===== src/hw/rtl/bfow_pkg.sv =====
// ----------------------------------------------------------------------------
// bfow_pkg
// Shared types and codes of the byte ring FIFO with overwrite and watermarks.
// ----------------------------------------------------------------------------
`default_nettype none

package bfow_pkg;

  // command codes
  localparam logic [1:0] CMD_PUSH  = 2'd0;
  localparam logic [1:0] CMD_POP   = 2'd1;
  localparam logic [1:0] CMD_FLUSH = 2'd2;

  // configuration register indexes
  localparam logic [1:0] REG_HIGH_MARK   = 2'd0;
  localparam logic [1:0] REG_LOW_MARK    = 2'd1;
  localparam logic [1:0] REG_OVERWRITE   = 2'd2;
  localparam logic [1:0] REG_BURST_MODE  = 2'd3;

  localparam logic [8:0] HIGH_MARK_RST = 9'd256;
  localparam logic [8:0] LOW_MARK_RST  = 9'd0;

  typedef struct packed {
    logic [1:0] command;
    logic [7:0] push_byte;
    logic [8:0] burst_length;
    logic       burst_end;
  } in_word_t;

  typedef struct packed {
    logic       accepted;
    logic [7:0] pop_byte;
    logic [8:0] level;
    logic       is_empty;
    logic       is_full;
    logic       above_high;
    logic       below_low;
  } out_word_t;

  typedef struct packed {
    logic [8:0] high_mark;
    logic [8:0] low_mark;
    logic       overwrite_on;
    logic       burst_mode;
  } cfg_t;

  typedef enum logic {
    ST_IDLE,
    ST_READ
  } state_t;

endpackage

`default_nettype wire


===== src/hw/rtl/byte_fifo_overwrite_watermark.sv =====
// ----------------------------------------------------------------------------
// byte_fifo_overwrite_watermark
// Byte ring FIFO driven by push, pop and flush command words.
// ----------------------------------------------------------------------------
// Usage:
//   in_valid/in_stall/in_data carry one command word; out_valid/out_stall/
//   out_data return exactly one result word per command. A word moves on a
//   clock edge with valid high and stall low.
//   cfg_valid/cfg_ready/cfg_index/cfg_data write the high mark, low mark,
//   overwrite enable and burst mode; cfg_ready is always high. Write them
//   only while no command is in flight.
//   Push, flush, unused and empty-pop commands: the result is loaded into
//   the output register on the edge that takes the command, and the next
//   command may follow at once. A successful pop waits in ST_READ for the
//   registered read of the storage RAM, whose data goes into the result
//   from there; no command is taken in ST_READ.
//   The output register decouples the sides: a command is still taken while
//   a result waits, as long as that result leaves on the same edge. While
//   out_stall holds a result, in_stall stays high.
//   Synchronous reset empties the FIFO, closes any burst and restores the
//   register defaults. The storage RAM is not cleared.
// ----------------------------------------------------------------------------
`default_nettype none

module byte_fifo_overwrite_watermark
  import bfow_pkg::*;
#(
  parameter int DEPTH = 256
) (
  input  wire logic      clk,
  input  wire logic      rst_n,
  input  wire logic      in_valid,
  output logic           in_stall,
  input  wire in_word_t  in_data,
  output logic           out_valid,
  input  wire logic      out_stall,
  output out_word_t      out_data,
  input  wire logic      cfg_valid,
  output logic           cfg_ready,
  input  wire logic [1:0] cfg_index,
  input  wire logic [8:0] cfg_data
);

  localparam int AW = $clog2(DEPTH);

  state_t    state_r, state_nxt;
  cfg_t      cfg_r, cfg_nxt;
  out_word_t out_data_r, out_data_nxt;
  out_word_t pend_r, pend_nxt;
  logic      out_valid_r, out_valid_nxt;

  logic          in_fire;
  logic          load_imm;
  logic          load_rd;
  out_word_t     res;
  logic          wr_en;
  logic [AW-1:0] wr_addr;
  logic [7:0]    wr_data;
  logic          rd_en;
  logic [AW-1:0] rd_addr;
  logic [7:0]    rd_data;

  bfow_ctrl #(
    .DEPTH (DEPTH)
  ) u_ctrl (
    .clk     (clk),
    .rst_n   (rst_n),
    .fire    (in_fire),
    .item    (in_data),
    .cfg     (cfg_r),
    .wr_en   (wr_en),
    .wr_addr (wr_addr),
    .wr_data (wr_data),
    .rd_en   (rd_en),
    .rd_addr (rd_addr),
    .res     (res)
  );

  bfow_ram #(
    .WIDTH (8),
    .DEPTH (DEPTH)
  ) u_store (
    .clk     (clk),
    .wr_en   (wr_en),
    .wr_addr (wr_addr),
    .wr_data (wr_data),
    .rd_en   (rd_en),
    .rd_addr (rd_addr),
    .rd_data (rd_data)
  );

  assign in_fire   = in_valid && !in_stall;
  assign cfg_ready = 1'b1;
  assign out_valid = out_valid_r;
  assign out_data  = out_data_r;

  // next state
  always_comb begin
    state_nxt = state_r;
    unique case (state_r)
      ST_IDLE: begin
        if (in_fire && rd_en) begin
          state_nxt = ST_READ;
        end
      end
      ST_READ: begin
        state_nxt = ST_IDLE;
      end
      default: begin
        state_nxt = ST_IDLE;
      end
    endcase
  end

  // outputs of the sequencer
  always_comb begin
    in_stall = 1'b1;
    load_imm = 1'b0;
    load_rd  = 1'b0;
    unique case (state_r)
      ST_IDLE: begin
        in_stall = out_valid_r && out_stall;
        load_imm = in_fire && !rd_en;
      end
      ST_READ: begin
        load_rd = 1'b1;
      end
      default: begin
      end
    endcase
  end

  always_comb begin
    pend_nxt = in_fire ? res : pend_r;
    out_data_nxt  = out_data_r;
    out_valid_nxt = out_valid_r && out_stall;
    if (load_imm) begin
      out_data_nxt  = res;
      out_valid_nxt = 1'b1;
    end else if (load_rd) begin
      out_data_nxt          = pend_r;
      out_data_nxt.pop_byte = rd_data;
      out_valid_nxt         = 1'b1;
    end
  end

  always_comb begin
    cfg_nxt = cfg_r;
    if (cfg_valid && cfg_ready) begin
      unique case (cfg_index)
        REG_HIGH_MARK:  cfg_nxt.high_mark    = cfg_data;
        REG_LOW_MARK:   cfg_nxt.low_mark     = cfg_data;
        REG_OVERWRITE:  cfg_nxt.overwrite_on = cfg_data[0];
        REG_BURST_MODE: cfg_nxt.burst_mode   = cfg_data[0];
        default: begin
        end
      endcase
    end
  end

  always_ff @(posedge clk) begin
    if (!rst_n) begin
      state_r            <= ST_IDLE;
      out_valid_r        <= 1'b0;
      cfg_r.high_mark    <= HIGH_MARK_RST;
      cfg_r.low_mark     <= LOW_MARK_RST;
      cfg_r.overwrite_on <= 1'b0;
      cfg_r.burst_mode   <= 1'b0;
    end else begin
      state_r     <= state_nxt;
      out_valid_r <= out_valid_nxt;
      cfg_r       <= cfg_nxt;
    end
  end

  // payload, no reset
  always_ff @(posedge clk) begin
    out_data_r <= out_data_nxt;
    pend_r     <= pend_nxt;
  end

endmodule

`default_nettype wire


===== src/hw/rtl/bfow_ram.sv =====
// ----------------------------------------------------------------------------
// bfow_ram
// Generic single-write, single-read RAM with registered read data.
// ----------------------------------------------------------------------------
`default_nettype none

module bfow_ram #(
  parameter int WIDTH = 8,
  parameter int DEPTH = 256
) (
  input  wire logic                     clk,
  input  wire logic                     wr_en,
  input  wire logic [$clog2(DEPTH)-1:0] wr_addr,
  input  wire logic [WIDTH-1:0]         wr_data,
  input  wire logic                     rd_en,
  input  wire logic [$clog2(DEPTH)-1:0] rd_addr,
  output logic      [WIDTH-1:0]         rd_data
);

  logic [WIDTH-1:0] mem [DEPTH];

  always_ff @(posedge clk) begin
    if (wr_en) begin
      mem[wr_addr] <= wr_data;
    end
    if (rd_en) begin
      rd_data <= mem[rd_addr];
    end
  end

endmodule

`default_nettype wire


===== src/hw/rtl/bfow_ctrl.sv =====
// ----------------------------------------------------------------------------
// bfow_ctrl
// Index, level and burst bookkeeping; drives the storage RAM ports and builds
// the status part of each result word.
// ----------------------------------------------------------------------------
`default_nettype none

module bfow_ctrl
  import bfow_pkg::*;
#(
  parameter int DEPTH = 256
) (
  input  wire logic                     clk,
  input  wire logic                     rst_n,
  input  wire logic                     fire,
  input  wire in_word_t                 item,
  input  wire cfg_t                     cfg,
  output logic                          wr_en,
  output logic      [$clog2(DEPTH)-1:0] wr_addr,
  output logic      [7:0]               wr_data,
  output logic                          rd_en,
  output logic      [$clog2(DEPTH)-1:0] rd_addr,
  output out_word_t                     res
);

  localparam int AW = $clog2(DEPTH);
  localparam int LW = $clog2(DEPTH + 1);
  localparam int NW = ((LW > 9) ? LW : 9) + 1;
  localparam logic [NW-1:0] DEPTH_N = NW'(DEPTH);
  localparam logic [LW-1:0] DEPTH_L = LW'(DEPTH);
  localparam logic [AW-1:0] LAST_IDX = AW'(DEPTH - 1);

  logic [AW-1:0] wi_r, wi_nxt;
  logic [AW-1:0] ri_r, ri_nxt;
  logic [LW-1:0] lvl_r, lvl_nxt;
  logic          bopen_r, bopen_nxt;
  logic          bref_r, bref_nxt;

  logic [NW-1:0] blen_ext;
  logic [NW-1:0] need;
  logic [NW-1:0] sum;
  logic [NW-1:0] drop;
  logic [NW-1:0] ri_sum;
  logic          over;
  logic [AW-1:0] ri_drop;
  logic [LW-1:0] lvl_drop;

  logic [AW-1:0] ri_a;
  logic [LW-1:0] lvl_a;
  logic          do_store;
  logic          ok;

  function automatic logic [AW-1:0] adv(input logic [AW-1:0] idx);
    return (idx == LAST_IDX) ? '0 : AW'(idx + 1'b1);
  endfunction

  // burst fit check, worked out once on the first byte of a burst
  assign blen_ext = NW'(item.burst_length);
  assign need     = (blen_ext == '0) ? NW'(1) :
                    ((blen_ext > DEPTH_N) ? DEPTH_N : blen_ext);
  assign sum      = NW'(lvl_r) + need;
  assign over     = sum > DEPTH_N;
  assign drop     = sum - DEPTH_N;
  assign ri_sum   = NW'(ri_r) + drop;
  assign ri_drop  = (ri_sum >= DEPTH_N) ? AW'(ri_sum - DEPTH_N) : AW'(ri_sum);
  assign lvl_drop = LW'(DEPTH_N - need);

  always_comb begin
    wi_nxt    = wi_r;
    bopen_nxt = bopen_r;
    bref_nxt  = bref_r;
    ri_a      = ri_r;
    lvl_a     = lvl_r;
    do_store  = 1'b0;
    ok        = 1'b0;
    wr_en     = 1'b0;
    rd_en     = 1'b0;
    if (fire) begin
      unique case (item.command)
        CMD_PUSH: begin
          if (!cfg.burst_mode) begin
            bopen_nxt = 1'b0;
            bref_nxt  = 1'b0;
            do_store  = 1'b1;
          end else begin
            if (!bopen_r) begin
              bref_nxt = 1'b0;
              if (over) begin
                if (!cfg.overwrite_on) begin
                  bref_nxt = 1'b1;
                end else begin
                  ri_a  = ri_drop;
                  lvl_a = lvl_drop;
                end
              end
              bopen_nxt = 1'b1;
            end
            do_store = !bref_nxt;
            if (item.burst_end) begin
              bopen_nxt = 1'b0;
              bref_nxt  = 1'b0;
            end
          end
        end
        CMD_POP: begin
          if (lvl_r != '0) begin
            rd_en = 1'b1;
            ri_a  = adv(ri_r);
            lvl_a = lvl_r - 1'b1;
            ok    = 1'b1;
          end
        end
        CMD_FLUSH: begin
          wi_nxt    = '0;
          ri_a      = '0;
          lvl_a     = '0;
          bopen_nxt = 1'b0;
          bref_nxt  = 1'b0;
          ok        = 1'b1;
        end
        default: begin
        end
      endcase
    end
    // single-byte store; on a full FIFO drop the oldest byte or refuse
    if (do_store && !((lvl_a == DEPTH_L) && !cfg.overwrite_on)) begin
      if (lvl_a == DEPTH_L) begin
        ri_a  = adv(ri_a);
        lvl_a = lvl_a - 1'b1;
      end
      wr_en  = 1'b1;
      wi_nxt = adv(wi_r);
      lvl_a  = lvl_a + 1'b1;
      ok     = 1'b1;
    end
    ri_nxt  = ri_a;
    lvl_nxt = lvl_a;
  end

  assign wr_addr = wi_r;
  assign wr_data = item.push_byte;
  assign rd_addr = ri_r;

  always_comb begin
    res            = '0;
    res.accepted   = ok;
    res.level      = 9'(lvl_nxt);
    res.is_empty   = (lvl_nxt == '0);
    res.is_full    = (lvl_nxt == DEPTH_L);
    res.above_high = (NW'(lvl_nxt) >= NW'(cfg.high_mark));
    res.below_low  = (NW'(lvl_nxt) <= NW'(cfg.low_mark));
  end

  always_ff @(posedge clk) begin
    if (!rst_n) begin
      wi_r    <= '0;
      ri_r    <= '0;
      lvl_r   <= '0;
      bopen_r <= 1'b0;
      bref_r  <= 1'b0;
    end else begin
      wi_r    <= wi_nxt;
      ri_r    <= ri_nxt;
      lvl_r   <= lvl_nxt;
      bopen_r <= bopen_nxt;
      bref_r  <= bref_nxt;
    end
  end

endmodule

`default_nettype wire


===== config.mk =====
export PLATFORM = sky130hd
export DESIGN_NAME = byte_fifo_overwrite_watermark
export DESIGN_NICKNAME = d
export VERILOG_FILES = /design/src/hw/rtl/bfow_pkg.sv /design/src/hw/rtl/byte_fifo_overwrite_watermark.sv /design/src/hw/rtl/bfow_ram.sv /design/src/hw/rtl/bfow_ctrl.sv
export SDC_FILE = /design/constraint.sdc
export NUM_CORES = 2
export LEC_CHECK = 0
export BUFFER_PORTS_ARGS = -buffer_cell sky130_fd_sc_hd__buf_2
export CAP_MARGIN = 20
export CORE_UTILIZATION = 30
export CTS_CLUSTER_DIAMETER = 60
export CTS_CLUSTER_SIZE = 20
export DETAILED_ROUTE_END_ITERATION = 8
export SETUP_SLACK_MARGIN = 0.1
export SLEW_MARGIN = 20
export SYNTH_ARGS = -nofsm -noshare
export SYNTH_HDL_FRONTEND = slang
export SYNTH_SLANG_ARGS = --single-unit

===== constraint.sdc =====
create_clock -name clk -period 9.2 [get_ports clk]
set_input_delay 0.46 -clock clk [delete_from_list [all_inputs] [get_ports clk]]
set_output_delay 0.46 -clock clk [all_outputs]
set_load 0.05 [all_outputs]

==> results.md <==
- Post-synth top flop: edfxtp_1
- Drt total wl: 206000 um
- Hold_buf cts: 15
- Routed Antenna Nets: 0
- Max Fclk: between 100 and 150 MHz
- # IOs: slightly above 60
- Internal power: approximately 14 mW
- Crit path max-delay family: compound AO/OA/AOI/OAI gates
- Setup_tns: 0 ns
- Cell Area, Synth: 85300 um^2
- Pre-antenna DRT Iters: 5
- Slowest cell on crit path: dfxtp_1
- DPL Wire Length: roughly 120000 um
- Yosys warning total: 0
- First-pass GRT wire length: a little under 300000 um
- Vias in the first global route: between 40000 and 50000
- Fin. Hold Viols: 0
- GRT overflow: 0
- Most frequent cell after synthesis: edfxtp_1
- Core box area: around 280000 um^2
- Sw frac: between 20% and 30%
- Post-synthesis sequential element count: ~2100
- Root buffer cell: clkbuf_16
- Die height: about 540 um
- Overall power: ~18 mW
- Clock buffer depth: 3
- Avg Cell Area, Syn: around 21 um^2
- Clock latency on the worst-skew pair: 0.81 ns
- Max-cap violations: 0
- Share of cells above drive strength 1: approximately 26%
- Arr. time, crit path: ~8.5 ns
- Critical path peak fanout: 10
- Distinct cell type count after synthesis: 90
- Die ar.: 286000 um^2
- Yosys top cell by area: edfxtp_1
- RSZ-0062 raised after global routing: false
- Die width: 535 um
- Period utilization: roughly 86%
- Mapped Nets: 4063
- GP Congestion: between 0.8 and 0.9
- Final Util: 33.5%
- Wirelength per Cell: 26.2 um
- Core Rows: 195
- Clock Sinks: around 2100
- Initial core utilization: between 30 and 40%
- H-Tree Depth: 4
- Number of synthesized flops with an enable pin: between 2000 and 2500
- Setup Viol. Count Final: 0
- CTS clk-pin slew, worst paths: 0.08 ns
- Final Critical Period: between 7 and 8 ns
- Sw power: roughly 3.7 mW
- Register area share after synthesis: approximately three quarters
- Part of the power in registers: about three fifths
- Pin slew with the least headroom to its limit: approximately 1.2 ns
- Critical path buffer and inverter count: 3
- Final Max Tran Viols: 0
- Vias per Instance: 5.13
- Post-Synthesis Cells: 3980
- Pwr/cell area: ~190 nW/um^2
- CP Launch Type: flop
- Top cell type's share of synthesized area: approximately three quarters
- Input/output buffers: slightly below 60
- Worst Path Required: just under 10 ns
- Initial antenna violation count: 12
- Fill count: roughly 26000
- Slew headroom: between 20% and 30%
- Final layout net count: 4127
- Synth cell count leaders: 2084 x edfxtp_1, 680 x mux4_2, 344 x nor2_1, 157 x clkbuf_1, 61 x buf_1
- DRC violations left: 0
- Setup CP Type: flop to flop
- Async SR Flop Fraction: 0%
- Leakage: 27.3 nW
- Worst Clk Skew: around 0.044 ns
- Routed vias: around 40000
- Peak VDD IR: about 140 uV
- Cts bufs inserted: 140
- Run status: finished, final reports clean
- Global Route Usage Sum: approximately 14%
- Resized Gates After CTS: 0
- Largest net degree at the start of global routing: approximately 130
- Synth area leaders: edfxtp_1 73%, mux4_2 18%, nor2_1 1.5%
- Initial DRC count: approximately 4400
- CP max stage delay: 0.47 ns
- Worst Setup End Kind: flop
- Post-CTS Setup Inserts: 0
- Combinational Power Share: around 2.8%
- Area Growth Syn to Fin: 11.0%
- Clock share of power: a little over a third
- Hold Path Class: input port to flop
- TritonCTS clock tree: done
final timing paths:
check | startpoint | to | slack, ns | depth (start not counted)
min | in_data[12] | u_store.mem[246][2] | 0.08 | 1
max | u_ctrl.lvl_r[0] | out_data[0] | 1.27 | 37
max reg2reg | u_ctrl.lvl_r[0] | out_data[0] | 1.27 | 37
min reg2reg | u_store.rd_data[1] | out_data[14] | 0.50 | 2
worst reg2reg max path: cells and delay by family, from the launching register on:
| family | cells | cell delay [ns] |
|---|---|---|
| AOI/OAI and AO/OA | 14 | 3.08 |
| xor gates and xnor gates | 2 | 0.33 |
| adders and majority gates | 5 | 1.52 |
| buffers and inverters | 3 | 0.26 |
| DFF | 1 | 0.47 |
| and+or+nand+nor | 13 | 2.05 |
state kept, by name, summed over array words and instances, names as in the netlist, 8 cells and up:
register and flops:
u_store.mem 2048, out_data 22, cfg_r 20, pend_r 14
u_ctrl.lvl_r 9, u_ctrl.rd_addr 8, u_ctrl.wr_addr 8, u_store.rd_data 8
cell families (layout without fill, tap and decap cells):
kind of cell / count (synthesis) / after routing / share of synthesized area (%)
DFF: 2141 / 2141 / 74.7
muxes: 712 / 712 / 18.3
and+or+nand+nor: 579 / 579 / 3.08
buffers and inverters: 274 / 408 / 1.22
AOI/OAI and AO/OA: 202 / 202 / 1.67
adders and majority gates: 49 / 49 / 0.732
xor gates and xnor gates: 22 / 22 / 0.226
other: 1 / 7 / 0.00440
power groups by stage:
| stage | registers, mW | logic (mW) | clock network (mW) |
|---|---|---|---|
| after floorplan | 10.9 | 0.211 | 0 |
| after global placement | 10.9 | 0.486 | 0 |
| after detailed placement | 10.9 | 0.499 | 0 |
| after CTS | 10.7 | 0.504 | 6.46 |
| after global routing | 10.7 | 0.536 | 6.77 |
| final | 10.7 | 0.499 | 6.34 |
stage by stage:
| step | hold WS, ns | cell area [um^2] | instances | worst slack [ns] |
|---|---|---|---|---|
| 2_1_floorplan | 0.456 | 85300 | 3980 | 1.59 |
| 4_1_cts | 0.0281 | 94600 | 7857 | 1.34 |
| 3_3_place_gp | 0.465 | 90200 | 7630 | 0.630 |
| 6_report | 0.0850 | 94700 | 7863 | 1.27 |
| 5_1_grt | 0.0593 | 94700 | 7858 | 0.643 |
| 3_5_place_dp | 0.480 | 90200 | 7630 | 0.623 |
layout by cell type (no fill, tap or decap), types with 7 or more instances in the layout:
master / Yosys / final
clkbuf_16: 0 / 140
dfxtp_1: 57 / 51
o31ai_1: 9 / 9
inv_6: 0 / 12
xnor2_1: 16 / 16
nand3_1: 43 / 27
nor3_1: 20 / 20
edfxtp_1: 2084 / 2084
buf_4: 3 / 63
clkinvlp_4: 0 / 8
clkinv_1: 0 / 7
a21oi_1: 52 / 52
clkbuf_1: 157 / 11
dlygate4sd3_1: 0 / 15
buf_2: 1 / 51
a21o_1: 9 / 9
a31oi_1: 7 / 7
nand2_1: 60 / 60
clkinv_8: 0 / 11
or2_2: 9 / 9
o21ai_0: 40 / 40
ha_1: 45 / 45
or3_1: 10 / 10
buf_8: 0 / 7
nor2b_1: 19 / 19
nor2_1: 344 / 344
nand3_2: 0 / 16
nor4_1: 7 / 7
mux2i_1: 29 / 29
nand2b_1: 10 / 10
mux4_2: 680 / 680
and3_1: 7 / 7
inv_1: 52 / 52
and2_1: 16 / 16
area by class of cell:
cell class,instances,area (um^2),share of cell area [%]
Inverter,52,195,0.206
Clock buffer,151,3540,3.74
Timing Repair Buffer,144,1130,1.19
Clock inverter,61,763,0.806
Sequential cell,2141,63700,67.3
Tap cell,3743,4680,4.95
Multi-Input combinational cell,1565,20600,21.8
Antenna cell,6,15.0,0.0159
layer usage:
layer | routed length [um] | track usage (%) | share of wire [%] | vias to the layer above
li1 | - | - | - | 16700
met1 | 90300 | 20.7 | 44 | 21900
met2 | 98600 | 22.6 | 48 | 1506
met3 | 13800 | 2.15 | 6.7 | 181
met4 | 3380 | 3.03 | 1.6 | 0
met5 | 0 | 0 | 0 | -
(Power assumes the default switching activity.)
